File: src/rtl/vhd_pkg.sv
package vhd_pkg;

  localparam int unsigned ByteW   = 8;
  localparam int unsigned LenW    = 28;
  localparam int unsigned StatusW = 3;
  localparam int unsigned CntW    = 3;
  localparam int unsigned PaddrW  = 3;
  localparam int unsigned DataW   = 32;

  // widest varint length field, in bytes (4)
  localparam logic [CntW-1:0] MaxLenBytes = 3'd4;

  localparam logic [1:0] PhType    = 2'd0;
  localparam logic [1:0] PhLen     = 2'd1;
  localparam logic [1:0] PhPayload = 2'd2;
  localparam logic [1:0] PhAlert   = 2'd3;

  localparam logic [StatusW-1:0] StOk       = 3'd0;
  localparam logic [StatusW-1:0] StNoTerm   = 3'd1;
  localparam logic [StatusW-1:0] StTooLong  = 3'd2;
  localparam logic [StatusW-1:0] StTooShort = 3'd3;
  localparam logic [StatusW-1:0] StTooWide  = 3'd4;

  localparam logic RegAlertType  = 1'b0;
  localparam logic RegMaxPayload = 1'b1;

  localparam logic [ByteW-1:0] AlertTypeRst  = 8'd0;
  localparam logic [LenW-1:0]  MaxPayloadRst = 28'd2048;

  typedef struct packed {
    logic [ByteW-1:0] alert_type;
    logic [LenW-1:0]  max_payload;
  } cfg_t;

endpackage

File: src/rtl/vhd_cfg.sv
module vhd_cfg import vhd_pkg::*; (
  input  logic              clk_i,
  input  logic              rst_ni,
  input  logic              psel,
  input  logic              penable,
  input  logic              pwrite,
  input  logic [PaddrW-1:0] paddr,
  input  logic [DataW-1:0]  pwdata,
  output logic [DataW-1:0]  prdata,
  output logic              pready,
  output cfg_t              cfg_o
);

  logic [ByteW-1:0] alert_type_q;
  logic [LenW-1:0]  max_payload_q;
  logic             wr_en;
  logic             reg_sel;

  assign pready  = 1'b1;
  assign wr_en   = psel && penable && pwrite;
  assign reg_sel = paddr[2];

  always_ff @(posedge clk_i or negedge rst_ni) begin
    if (!rst_ni) begin
      alert_type_q  <= AlertTypeRst;
      max_payload_q <= MaxPayloadRst;
    end else if (wr_en) begin
      unique case (reg_sel)
        RegAlertType:  alert_type_q  <= pwdata[ByteW-1:0];
        RegMaxPayload: max_payload_q <= pwdata[LenW-1:0];
        default: ;
      endcase
    end
  end

  always_comb begin
    unique case (reg_sel)
      RegAlertType:  prdata = {{(DataW-ByteW){1'b0}}, alert_type_q};
      RegMaxPayload: prdata = {{(DataW-LenW){1'b0}}, max_payload_q};
      default:       prdata = '0;
    endcase
  end

  assign cfg_o.alert_type  = alert_type_q;
  assign cfg_o.max_payload = max_payload_q;

endmodule

File: src/rtl/varint_header_deframer.sv
// Datagram deframer. Takes one byte word per cycle with an end-of-datagram
// flag: the first byte is the message type; unless it matches alert_type a
// little-endian base-128 varint length follows, then the payload. Payload
// bytes come out as they arrive; the datagram's last byte yields a word with
// frame_end set carrying type, length and status. Bytes that neither carry
// payload nor end the datagram produce no output word. Throughput is one
// byte per cycle unless stalled; each byte passes the input register, then
// the header state update into the output register. A stall on the output
// stalls the input only while a result word waits and the next byte emits.
module varint_header_deframer import vhd_pkg::*; (
  input  logic               clk_i,
  input  logic               rst_ni,
  input  logic               in_valid_i,
  output logic               in_stall_o,
  input  logic [ByteW-1:0]   rx_byte_i,
  input  logic               end_of_datagram_i,
  output logic               out_valid_o,
  input  logic               out_stall_i,
  output logic [ByteW-1:0]   out_byte_o,
  output logic               byte_valid_o,
  output logic               frame_end_o,
  output logic [ByteW-1:0]   frame_type_o,
  output logic [LenW-1:0]    frame_length_o,
  output logic [StatusW-1:0] status_o,
  input  logic               psel,
  input  logic               penable,
  input  logic               pwrite,
  input  logic [PaddrW-1:0]  paddr,
  input  logic [DataW-1:0]   pwdata,
  output logic [DataW-1:0]   prdata,
  output logic               pready
);

  cfg_t cfg;

  vhd_cfg u_cfg (
    .clk_i   (clk_i),
    .rst_ni  (rst_ni),
    .psel    (psel),
    .penable (penable),
    .pwrite  (pwrite),
    .paddr   (paddr),
    .pwdata  (pwdata),
    .prdata  (prdata),
    .pready  (pready),
    .cfg_o   (cfg)
  );

  // input register
  logic             in_vld_q;
  logic [ByteW-1:0] in_byte_q;
  logic             in_last_q;

  // frame state
  logic [1:0]         ph_q, ph_d;
  logic [ByteW-1:0]   typ_q, typ_d;
  logic [LenW-1:0]    acc_q, acc_d;
  logic [CntW-1:0]    cnt_q, cnt_d;
  logic [LenW-1:0]    pc_q, pc_d;
  logic [StatusW-1:0] err_q, err_d;

  // output register
  logic               out_vld_q;
  logic [ByteW-1:0]   out_byte_q;
  logic               out_bv_q;
  logic               out_end_q;
  logic [ByteW-1:0]   out_typ_q;
  logic [LenW-1:0]    out_len_q;
  logic [StatusW-1:0] out_st_q;

  logic               pay_vld;
  logic [LenW-1:0]    flen;
  logic [StatusW-1:0] st;
  logic [5:0]         sh;
  logic [34:0]        shifted;
  logic               emit;
  logic               adv;

  always_comb begin
    ph_d    = ph_q;
    typ_d   = typ_q;
    acc_d   = acc_q;
    cnt_d   = cnt_q;
    pc_d    = pc_q;
    err_d   = err_q;
    pay_vld = 1'b0;
    flen    = '0;
    st      = StOk;
    sh      = 6'(cnt_q) * 6'd7;
    shifted = 35'(in_byte_q[6:0]) << sh;

    if (ph_q == PhType) begin
      typ_d = in_byte_q;
      ph_d  = (in_byte_q == cfg.alert_type) ? PhAlert : PhLen;
    end else if (err_q != StOk) begin
      // rest of a failed datagram is dropped
    end else if (ph_q == PhLen) begin
      if (cnt_q >= MaxLenBytes) begin
        err_d = StTooWide;
      end else if (shifted[34:LenW] != '0) begin
        err_d = StTooWide;
      end else begin
        acc_d = acc_q | shifted[LenW-1:0];
        cnt_d = cnt_q + 3'd1;
        if (!in_byte_q[7]) begin
          if (acc_d > cfg.max_payload) err_d = StTooLong;
          else                         ph_d  = PhPayload;
        end else if (cnt_d >= MaxLenBytes) begin
          err_d = StTooWide;
        end
      end
    end else if (ph_q == PhPayload) begin
      if (pc_q < acc_q) begin
        pc_d    = pc_q + 28'd1;
        pay_vld = 1'b1;
      end
    end else begin
      if (pc_q < cfg.max_payload) pay_vld = 1'b1;
      else                        err_d   = StTooLong;
      if (pc_q != '1) pc_d = pc_q + 28'd1;
    end

    if (in_last_q) begin
      if (err_d != StOk) begin
        st   = err_d;
        flen = (ph_d == PhAlert) ? pc_d : acc_d;
      end else if (ph_d == PhAlert) begin
        flen = pc_d;
      end else if (ph_d == PhLen) begin
        st   = StNoTerm;
        flen = acc_d;
      end else begin
        flen = acc_d;
        st   = (pc_d < acc_d) ? StTooShort : StOk;
      end
    end
  end

  assign emit       = pay_vld || in_last_q;
  assign adv        = in_vld_q && (!emit || !out_vld_q || !out_stall_i);
  assign in_stall_o = in_vld_q && !adv;

  always_ff @(posedge clk_i or negedge rst_ni) begin
    if (!rst_ni) begin
      in_vld_q <= 1'b0;
    end else if (!in_stall_o) begin
      in_vld_q <= in_valid_i;
    end
  end

  always_ff @(posedge clk_i) begin
    if (!in_stall_o && in_valid_i) begin
      in_byte_q <= rx_byte_i;
      in_last_q <= end_of_datagram_i;
    end
  end

  always_ff @(posedge clk_i or negedge rst_ni) begin
    if (!rst_ni) begin
      ph_q  <= PhType;
      typ_q <= '0;
      acc_q <= '0;
      cnt_q <= '0;
      pc_q  <= '0;
      err_q <= StOk;
    end else if (adv) begin
      if (in_last_q) begin
        ph_q  <= PhType;
        typ_q <= '0;
        acc_q <= '0;
        cnt_q <= '0;
        pc_q  <= '0;
        err_q <= StOk;
      end else begin
        ph_q  <= ph_d;
        typ_q <= typ_d;
        acc_q <= acc_d;
        cnt_q <= cnt_d;
        pc_q  <= pc_d;
        err_q <= err_d;
      end
    end
  end

  always_ff @(posedge clk_i or negedge rst_ni) begin
    if (!rst_ni) begin
      out_vld_q <= 1'b0;
    end else if (adv && emit) begin
      out_vld_q <= 1'b1;
    end else if (!out_stall_i) begin
      out_vld_q <= 1'b0;
    end
  end

  always_ff @(posedge clk_i) begin
    if (adv && emit) begin
      out_byte_q <= pay_vld ? in_byte_q : '0;
      out_bv_q   <= pay_vld;
      out_end_q  <= in_last_q;
      out_typ_q  <= typ_d;
      out_len_q  <= flen;
      out_st_q   <= st;
    end
  end

  assign out_valid_o    = out_vld_q;
  assign out_byte_o     = out_byte_q;
  assign byte_valid_o   = out_bv_q;
  assign frame_end_o    = out_end_q;
  assign frame_type_o   = out_typ_q;
  assign frame_length_o = out_len_q;
  assign status_o       = out_st_q;

endmodule

File: config.mk
export PLATFORM = sky130hd
export DESIGN_NAME = varint_header_deframer
export DESIGN_NICKNAME = d
export VERILOG_FILES = /design/src/rtl/vhd_pkg.sv /design/src/rtl/vhd_cfg.sv /design/src/rtl/varint_header_deframer.sv
export SDC_FILE = /design/constraint.sdc
export NUM_CORES = 1
export LEC_CHECK = 0
export BUFFER_PORTS_ARGS = -buffer_cell sky130_fd_sc_hd__buf_4
export CAP_MARGIN = 10
export CORE_MARGIN = 4
export CORE_UTILIZATION = 59
export DETAILED_ROUTE_END_ITERATION = 8
export PLACE_DENSITY = 0.77
export SLEW_MARGIN = 0
export SYNTH_ARGS = -nofsm -noshare
export SYNTH_HDL_FRONTEND = slang
export SYNTH_SLANG_ARGS = --single-unit
export TNS_END_PERCENT = 20
File: constraint.sdc
create_clock -name clk_i -period 5.9 [get_ports clk_i]
set_input_delay 0.885 -clock clk_i [delete_from_list [all_inputs] [get_ports clk_i]]
set_output_delay 0.885 -clock clk_i [all_outputs]
set_load 0.05 [all_outputs]
==> flow_metrics.py, run 1 <==
metrics = {
    "run_status": {
        "status": "complete, no violations",
    },
    "worst_setup_path": {
        "required_ns": 6.06,
        "regToRegEndpoint": "status_o[0]",
        "ff2ff_setup_slack_ns": 0.22,
        "critPathArrivalTime_ns": 5.83,
        "critPathLaunchType": "flip-flop",
        "worstSetupPathType": "flip-flop to flip-flop",
        "crit_fanout": 8,
        "ff2ff_path_depth": 17,
        "r2r-start": "pc_q[23]",
        "endpoint": "status_o[0]",
        "endpoint_kind": "flip-flop",
        "crit_path_start": "pc_q[23]",
    },
    "yosys": {
        "netlist_instances": 1086,
        "synth_edf_count": 58,
        "synth_area_leaders": "dfrtp_1 25%, edfxtp_1 16%, ha_1 13%",
        "synth_ff_type": "dfrtp_1",
        "yosysWarnings": 0,
        "synth_area_per_cell_um2": 10.1,
        "synth.largest_area_cell": "dfrtp_1",
        "synth_cell_type_count": 74,
        "synth_top_area_share_pct": 24.9,
        "ys_ff_latch": 168,
        "ys_seq_area_share_pct": 41.1,
        "async_reset_ff_share_pct": 65.5,
        "syn_area_um2": 10900,
    },
    "detailed_routing": {
        "drc": 0,
        "wl_met1_um": 12800,
        "postRouteAntennaNets": 0,
        "drtIter0Drc": 904,
        "first_pass_iters": 6,
        "wl_um": 31500,
        "wl_per_cell_um": 21.5,
        "wl_met3_um": 2850,
        "wl_met2_um": 14400,
        "vias_per_cell": 6.35,
        "via_count": 9280,
        "top_layer": "met4",
    },
    "placed_design": {
        "port_buffers": 123,
        "dpl-instance-area_um2": 12200,
        "dp.cells": 1426,
        "post-place-ws_ns": 0.451,
        "dpl.hpwl_um": 22400,
        "place_congestion": 0.944,
    },
    "clocking": {
        "cts-htree-levels": 4,
        "clock_latency_ns": 0.44,
        "cts_max_path_buffers": 2,
        "cts_root_buf": "clkbuf_16",
        "ctsResizeCount": 0,
        "cts_buffers": 17,
        "cts_tree": "yes",
        "clkTransAtPathRegs_ns": 0.08,
        "cts_sinks": 168,
    },
    "hold_path": {
        "worstHoldPathType": "flip-flop to flip-flop",
    },
    "sta": {
        "max_freq_ghz": 0.176,
        "setup_tns_ns": 0,
        "max_slew_margin_pct": 28.0,
        "setup_viol": 0,
        "finalHoldViolCount": 0,
        "fin_crit_sh_pct": 96.2,
        "rsz0062_at_grt": "no",
        "skew_ns": 0.00938,
        "setup_slack_ns": 0.224,
        "worstMarginPinSlew_ns": 1.08,
        "drv_slew": 0,
        "min_period_ns": 5.68,
    },
    "die": {
        "fp-row-count": 49,
        "fp.dieW_um": 144,
        "core_um2": 18100,
        "die_area_um2": 20800,
        "die_y_um": 144,
        "start_util_pct": 60.5,
        "pin_count": 135,
    },
    "final_layout": {
        "drive_gt1_share_pct": 21.9,
        "final_cell_area_um2": 12800,
        "area_growth_pct": 16.9,
        "final_nets": 1383,
        "final_core_util_pct": 70.8,
        "instances_no_fill": 1462,
        "num_antenna_cells": 0,
    },
    "global_routing": {
        "grt_pass1_vias": 9142,
        "antenna_found_initial": 0,
        "track_usage_pct": 31.0,
        "grt_max_degree": 76,
        "grt_overflow": 0,
        "grt_pass1_wl_um": 49300,
    },
    "power_and_ir_drop": {
        "vdd_drop_max_v": 0.000233,
        "pwr_density_cell_nw_per_um2": 368,
        "p_leak_uw": 0.00595,
    },
    "flow_run": {
        "max-cap-violations": 0,
    },
}
## metrics by stage
step	hold WS [ns]	total power [µW]
floorplan	0.446	2950
global placement	0.458	3510
detailed placement	0.475	3560
CTS	0.492	4700
global route	0.512	4950
finish	0.488	4710
## cells in the mapped netlist (6+ instances only)
library cell	count
nand4_1	23
clkbuf_1	23
buf_2	9
xor2_1	16
and3_1	15
inv_1	69
nor4_1	14
and2_1	36
o21ai_1	10
nand2_1	111
o21ai_0	82
buf_4	7
o2bb2ai_1	19
mux2_2	54
nand2b_1	8
ha_1	112
nor2b_1	15
a21o_1	11
a21oi_1	47
nor2_1	27
dfrtp_1	109
and4_1	6
xnor2_1	14
a31oi_1	6
a211oi_1	34
nand3_1	27
a22o_1	21
nor3_1	12
edfxtp_1	58
buf_6	6
## report_power, final
| part | internal, µW | total, µW | switching (µW) |
|---|---|---|---|
| Combinational | 660 | 1980 | 1330 |
| Clock | 574 | 1130 | 558 |
| Sequential | 1450 | 1590 | 145 |
| Total | 2680 | 4710 | 2030 |
## worst min-delay path by stage
stage | start | endpoint | slack (ns) | depth (start not counted)
3_3_place_gp | typ_q[2] | typ_q[2] | 0.46 | 2
4_1_cts | typ_q[3] | typ_q[3] | 0.49 | 2
5_1_grt | typ_q[5] | typ_q[5] | 0.51 | 2
2_1_floorplan | typ_q[0] | typ_q[0] | 0.45 | 2
3_5_place_dp | typ_q[3] | typ_q[3] | 0.47 | 2
6_report | typ_q[3] | typ_q[3] | 0.49 | 2
## timing repair
item,CTS,global route
setup buffers,0,4
setup endpoints to repair,0,1
hold buffers,0,0
## registers in the layout, indices dropped and copies added (netlist names), 2 cells and up
name,flops
acc_q,28
frame_length_o,28
pc_q,28
u_cfg.max_payload_q,28
frame_type_o,8
in_byte_q,8
out_byte_o,8
typ_q,8
u_cfg.alert_type_q,8
cnt_q,3
err_q,3
status_o,3
ph_q,2
## per-layer routing
metal | vias to the layer above | global-route usage, %
met2 | 465 | 49.5
met5 | - | 0
li1 | 4287 | -
met3 | 98 | 6.42
met4 | 0 | 13.3
met1 | 4430 | 41.2
## cell usage in the layout, fill, tap and decap left out, types with 5 or more instances in the layout
cell type | netlist | final
buf_4 | 7 | 157
ha_1 | 112 | 112
nand2_1 | 111 | 111
dfrtp_1 | 109 | 109
o21ai_0 | 82 | 81
inv_1 | 69 | 69
edfxtp_1 | 58 | 58
mux2_2 | 54 | 54
a21oi_1 | 47 | 47
and2_1 | 36 | 35
a211oi_1 | 34 | 34
nand3_1 | 27 | 27
nor2_1 | 27 | 27
nand4_1 | 23 | 23
a22o_1 | 21 | 21
o2bb2ai_1 | 19 | 19
clkbuf_16 | 0 | 17
xor2_1 | 16 | 16
nor2b_1 | 15 | 15
and3_1 | 15 | 15
nor4_1 | 14 | 14
xnor2_1 | 14 | 14
nor3_1 | 12 | 12
a21o_1 | 11 | 11
o21ai_1 | 10 | 11
nand2b_1 | 8 | 8
and4_1 | 6 | 6
a31oi_1 | 6 | 6
o31ai_1 | 5 | 5
nor3_2 | 5 | 5
o21a_1 | 5 | 5
o211a_1 | 5 | 5
conb_1 | 2 | 5
inv_8 | 0 | 5
clkinv_8 | 0 | 5
## cells by family (layout without fill, tap and decap cells)
| kind of cell | count (synthesis) | count (layout) | synth area share (%) |
|---|---|---|---|
| flops | 168 | 168 | 41.1 |
| simple gates | 322 | 322 | 15.9 |
| buf+inv | 116 | 260 | 4.73 |
| compound gates | 279 | 279 | 17.2 |
| mux | 56 | 56 | 5.74 |
| fa+ha+maj | 113 | 113 | 12.9 |
| other cells | 2 | 5 | 0.0686 |
| xor+xnor | 30 | 30 | 2.40 |
## layout make-up
cell class | instances | area [µm²]
multi-input cells | 805 | 5950
well taps | 229 | 287
fillers | 1367 | 5290
clock inverters | 15 | 180
clock buffers | 17 | 425
inverters | 70 | 263
flip-flops and latches | 168 | 4500
repair buffers | 158 | 1200
## worst max-delay path: stages, from the launching register on
cell and delay, ns:
dfrtp_1 0.47, ha_1 0.36, nand4_1 0.19, nor4_1 0.57, a22oi_2 0.17, a31oi_2 0.58, nor4_1 0.17, nand3_1 0.16
mux2i_1 0.29, inv_1 0.08, ha_1 0.30, nand4_1 0.12, or4_1 0.68, or4_1 0.52, nor2_1 0.12, o311ai_1 0.13
o211ai_1 0.28, o221ai_1 0.21
Note: power is estimated with default switching activity, not from simulation.
==> run 2: changes to the inputs <==
--- a/config.mk
+++ b/config.mk
@@ -7,10 +7,10 @@
 export LEC_CHECK = 0
 export BUFFER_PORTS_ARGS = -buffer_cell sky130_fd_sc_hd__buf_4
 export CAP_MARGIN = 10
-export CORE_MARGIN = 4
-export CORE_UTILIZATION = 59
+export CORE_MARGIN = 3
+export CORE_UTILIZATION = 30
 export DETAILED_ROUTE_END_ITERATION = 8
-export PLACE_DENSITY = 0.77
+export PLACE_DENSITY = 0.43
 export SLEW_MARGIN = 0
 export SYNTH_ARGS = -nofsm -noshare
 export SYNTH_HDL_FRONTEND = slang
==> flow_metrics.py, run 2 (synthesis gave the netlist of run 1 again) <==
metrics = {
    "worst_setup_path": {
        "ff2ff_path_depth": 17,
        "worstSetupPathType": "flip-flop to flip-flop",
        "crit_fanout": 8,
        "required_ns": 6.08,
        "critPathArrivalTime_ns": 5.84,
        "r2r-start": "pc_q[14]",
        "crit_path_start": "pc_q[14]",
        "endpoint_kind": "flip-flop",
        "critPathLaunchType": "flip-flop",
    },
    "detailed_routing": {
        "postRouteAntennaNets": 0,
        "drc": 0,
        "via_count": 8890,
        "first_pass_iters": 4,
        "drtIter0Drc": 607,
        "wl_per_cell_um": 22.0,
        "vias_per_cell": 5.21,
        "wl_um": 37400,
    },
    "global_routing": {
        "track_usage_pct": 19.5,
        "antenna_found_initial": 0,
        "grt_pass1_wl_um": 56600,
        "grt_max_degree": 48,
        "grt_overflow": 0,
        "grt_pass1_vias": 8986,
    },
    "die": {
        "die_y_um": 197,
        "start_util_pct": 30.6,
        "fp-row-count": 69,
        "die_area_um2": 38800,
        "pin_count": 135,
        "core_um2": 35700,
        "fp.dieW_um": 197,
    },
    "clocking": {
        "cts_tree": "yes",
        "clkTransAtPathRegs_ns": 0.08,
        "cts_root_buf": "clkbuf_16",
        "clock_latency_ns": 0.46,
        "cts_max_path_buffers": 2,
        "cts-htree-levels": 4,
        "cts_sinks": 168,
        "cts_setup_buffers": 0,
        "cts_buffers": 17,
    },
    "placed_design": {
        "place_congestion": 0.866,
        "post-place-ws_ns": 0.339,
        "port_buffers": 123,
        "dpl.hpwl_um": 28000,
    },
    "sta": {
        "max_freq_ghz": 0.177,
        "worstMarginPinSlew_ns": 0.969,
        "rsz0062_at_grt": "no",
        "max_slew_margin_pct": 35.4,
        "fin_crit_sh_pct": 96.0,
        "skew_ns": 0.0150,
        "setup_tns_ns": 0,
        "finalHoldViolCount": 0,
        "setup_viol": 0,
        "setup_slack_ns": 0.238,
        "drv_slew": 0,
        "min_period_ns": 5.66,
    },
    "final_layout": {
        "layout_common_cells": "169 x buf_4, 112 x ha_1, 110 x nand2_1",
        "final_core_util_pct": 36.8,
        "area_growth_pct": 20.0,
        "final_nets": 1394,
        "layout_commonest_cell": "buf_4",
        "drive_gt1_share_pct": 22.7,
        "num_antenna_cells": 0,
    },
    "power_and_ir_drop": {
        "vdd_drop_max_v": 0.000210,
        "p_leak_uw": 0.00599,
        "pwr_density_cell_nw_per_um2": 364,
        "power.total_uw": 4780,
    },
    "run_status": {
        "status": "complete, no violations",
    },
    "hold_path": {
        "worstHoldPathType": "primary input to asynchronous set/reset pin",
    },
    "flow_run": {
        "max-cap-violations": 0,
    },
}
run 2: cell types whose count changed in the layout (fill, tap and decap cells not counted), sizes merged:
cell,change
buf,+11
clkinvlp,+1
inv,+1
clkinv,-2
run 2: final timing paths:
kind	end	slack [ns]
max in group asynchronous	u_cfg.max_payload_q[9]	4.45
worst min-delay path	typ_q[5]	0.36
worst max-delay path	status_o[0]	0.24
min in group clk_i	typ_q[6]	0.48
worst min register to register	typ_q[6]	0.48
worst max register to register	status_o[0]	0.24
run 2: per-layer routing:
layer	wire length, µm	GRT usage [%]
met1	18000	27.5
met2	17500	31.4
met3	1300	3.31
met4	595	4.83
met5	0	0
run 2: worst max-delay path, stage by stage, from the launching register on:
cell and delay (ns):
dfrtp_1 0.47, ha_1 0.31, and2_0 0.15, a221o_1 0.34, a22oi_2 0.28, a31oi_4 0.24
or2_1 0.28, nor4_1 0.42, mux2i_1 0.39, inv_1 0.10, ha_1 0.31, nand4_1 0.13
or4_1 0.70, or4_1 0.52, nor2_1 0.12, o311ai_1 0.17, o211ai_1 0.28, o221ai_1 0.17
run 2: power breakdown:
part	total, µW	internal (µW)	switching [µW]
Combinational	2070	669	1400
Clock	1140	564	573
Sequential	1580	1450	127
Total	4780	2680	2100
run 2: per-stage QoR:
| step | hold slack [ns] | instance area, µm² | cells |
|---|---|---|---|
| 6_report | 0.357 | 13100 | 1705 |
| 2_1_floorplan | 0.446 | 11000 | 1089 |
| 3_3_place_gp | 0.457 | 12600 | 1673 |
| 3_5_place_dp | 0.467 | 12600 | 1673 |
| 4_1_cts | 0.354 | 13100 | 1705 |
| 5_1_grt | 0.371 | 13100 | 1705 |
run 2: cell type report:
cell class	instances	area [µm²]
fill	3638	22600
multi-input combinational	805	5960
sequential	168	4500
timing repair buffer	169	1270
tap	461	577
clock buffer	17	425
inverter	70	263
clock inverter	15	154
run 2: repair_timing:
item                                    CTS  global route
endpoints found under the setup margin    0             1
hold buffers                              0             0
gates resized for setup                   0             1
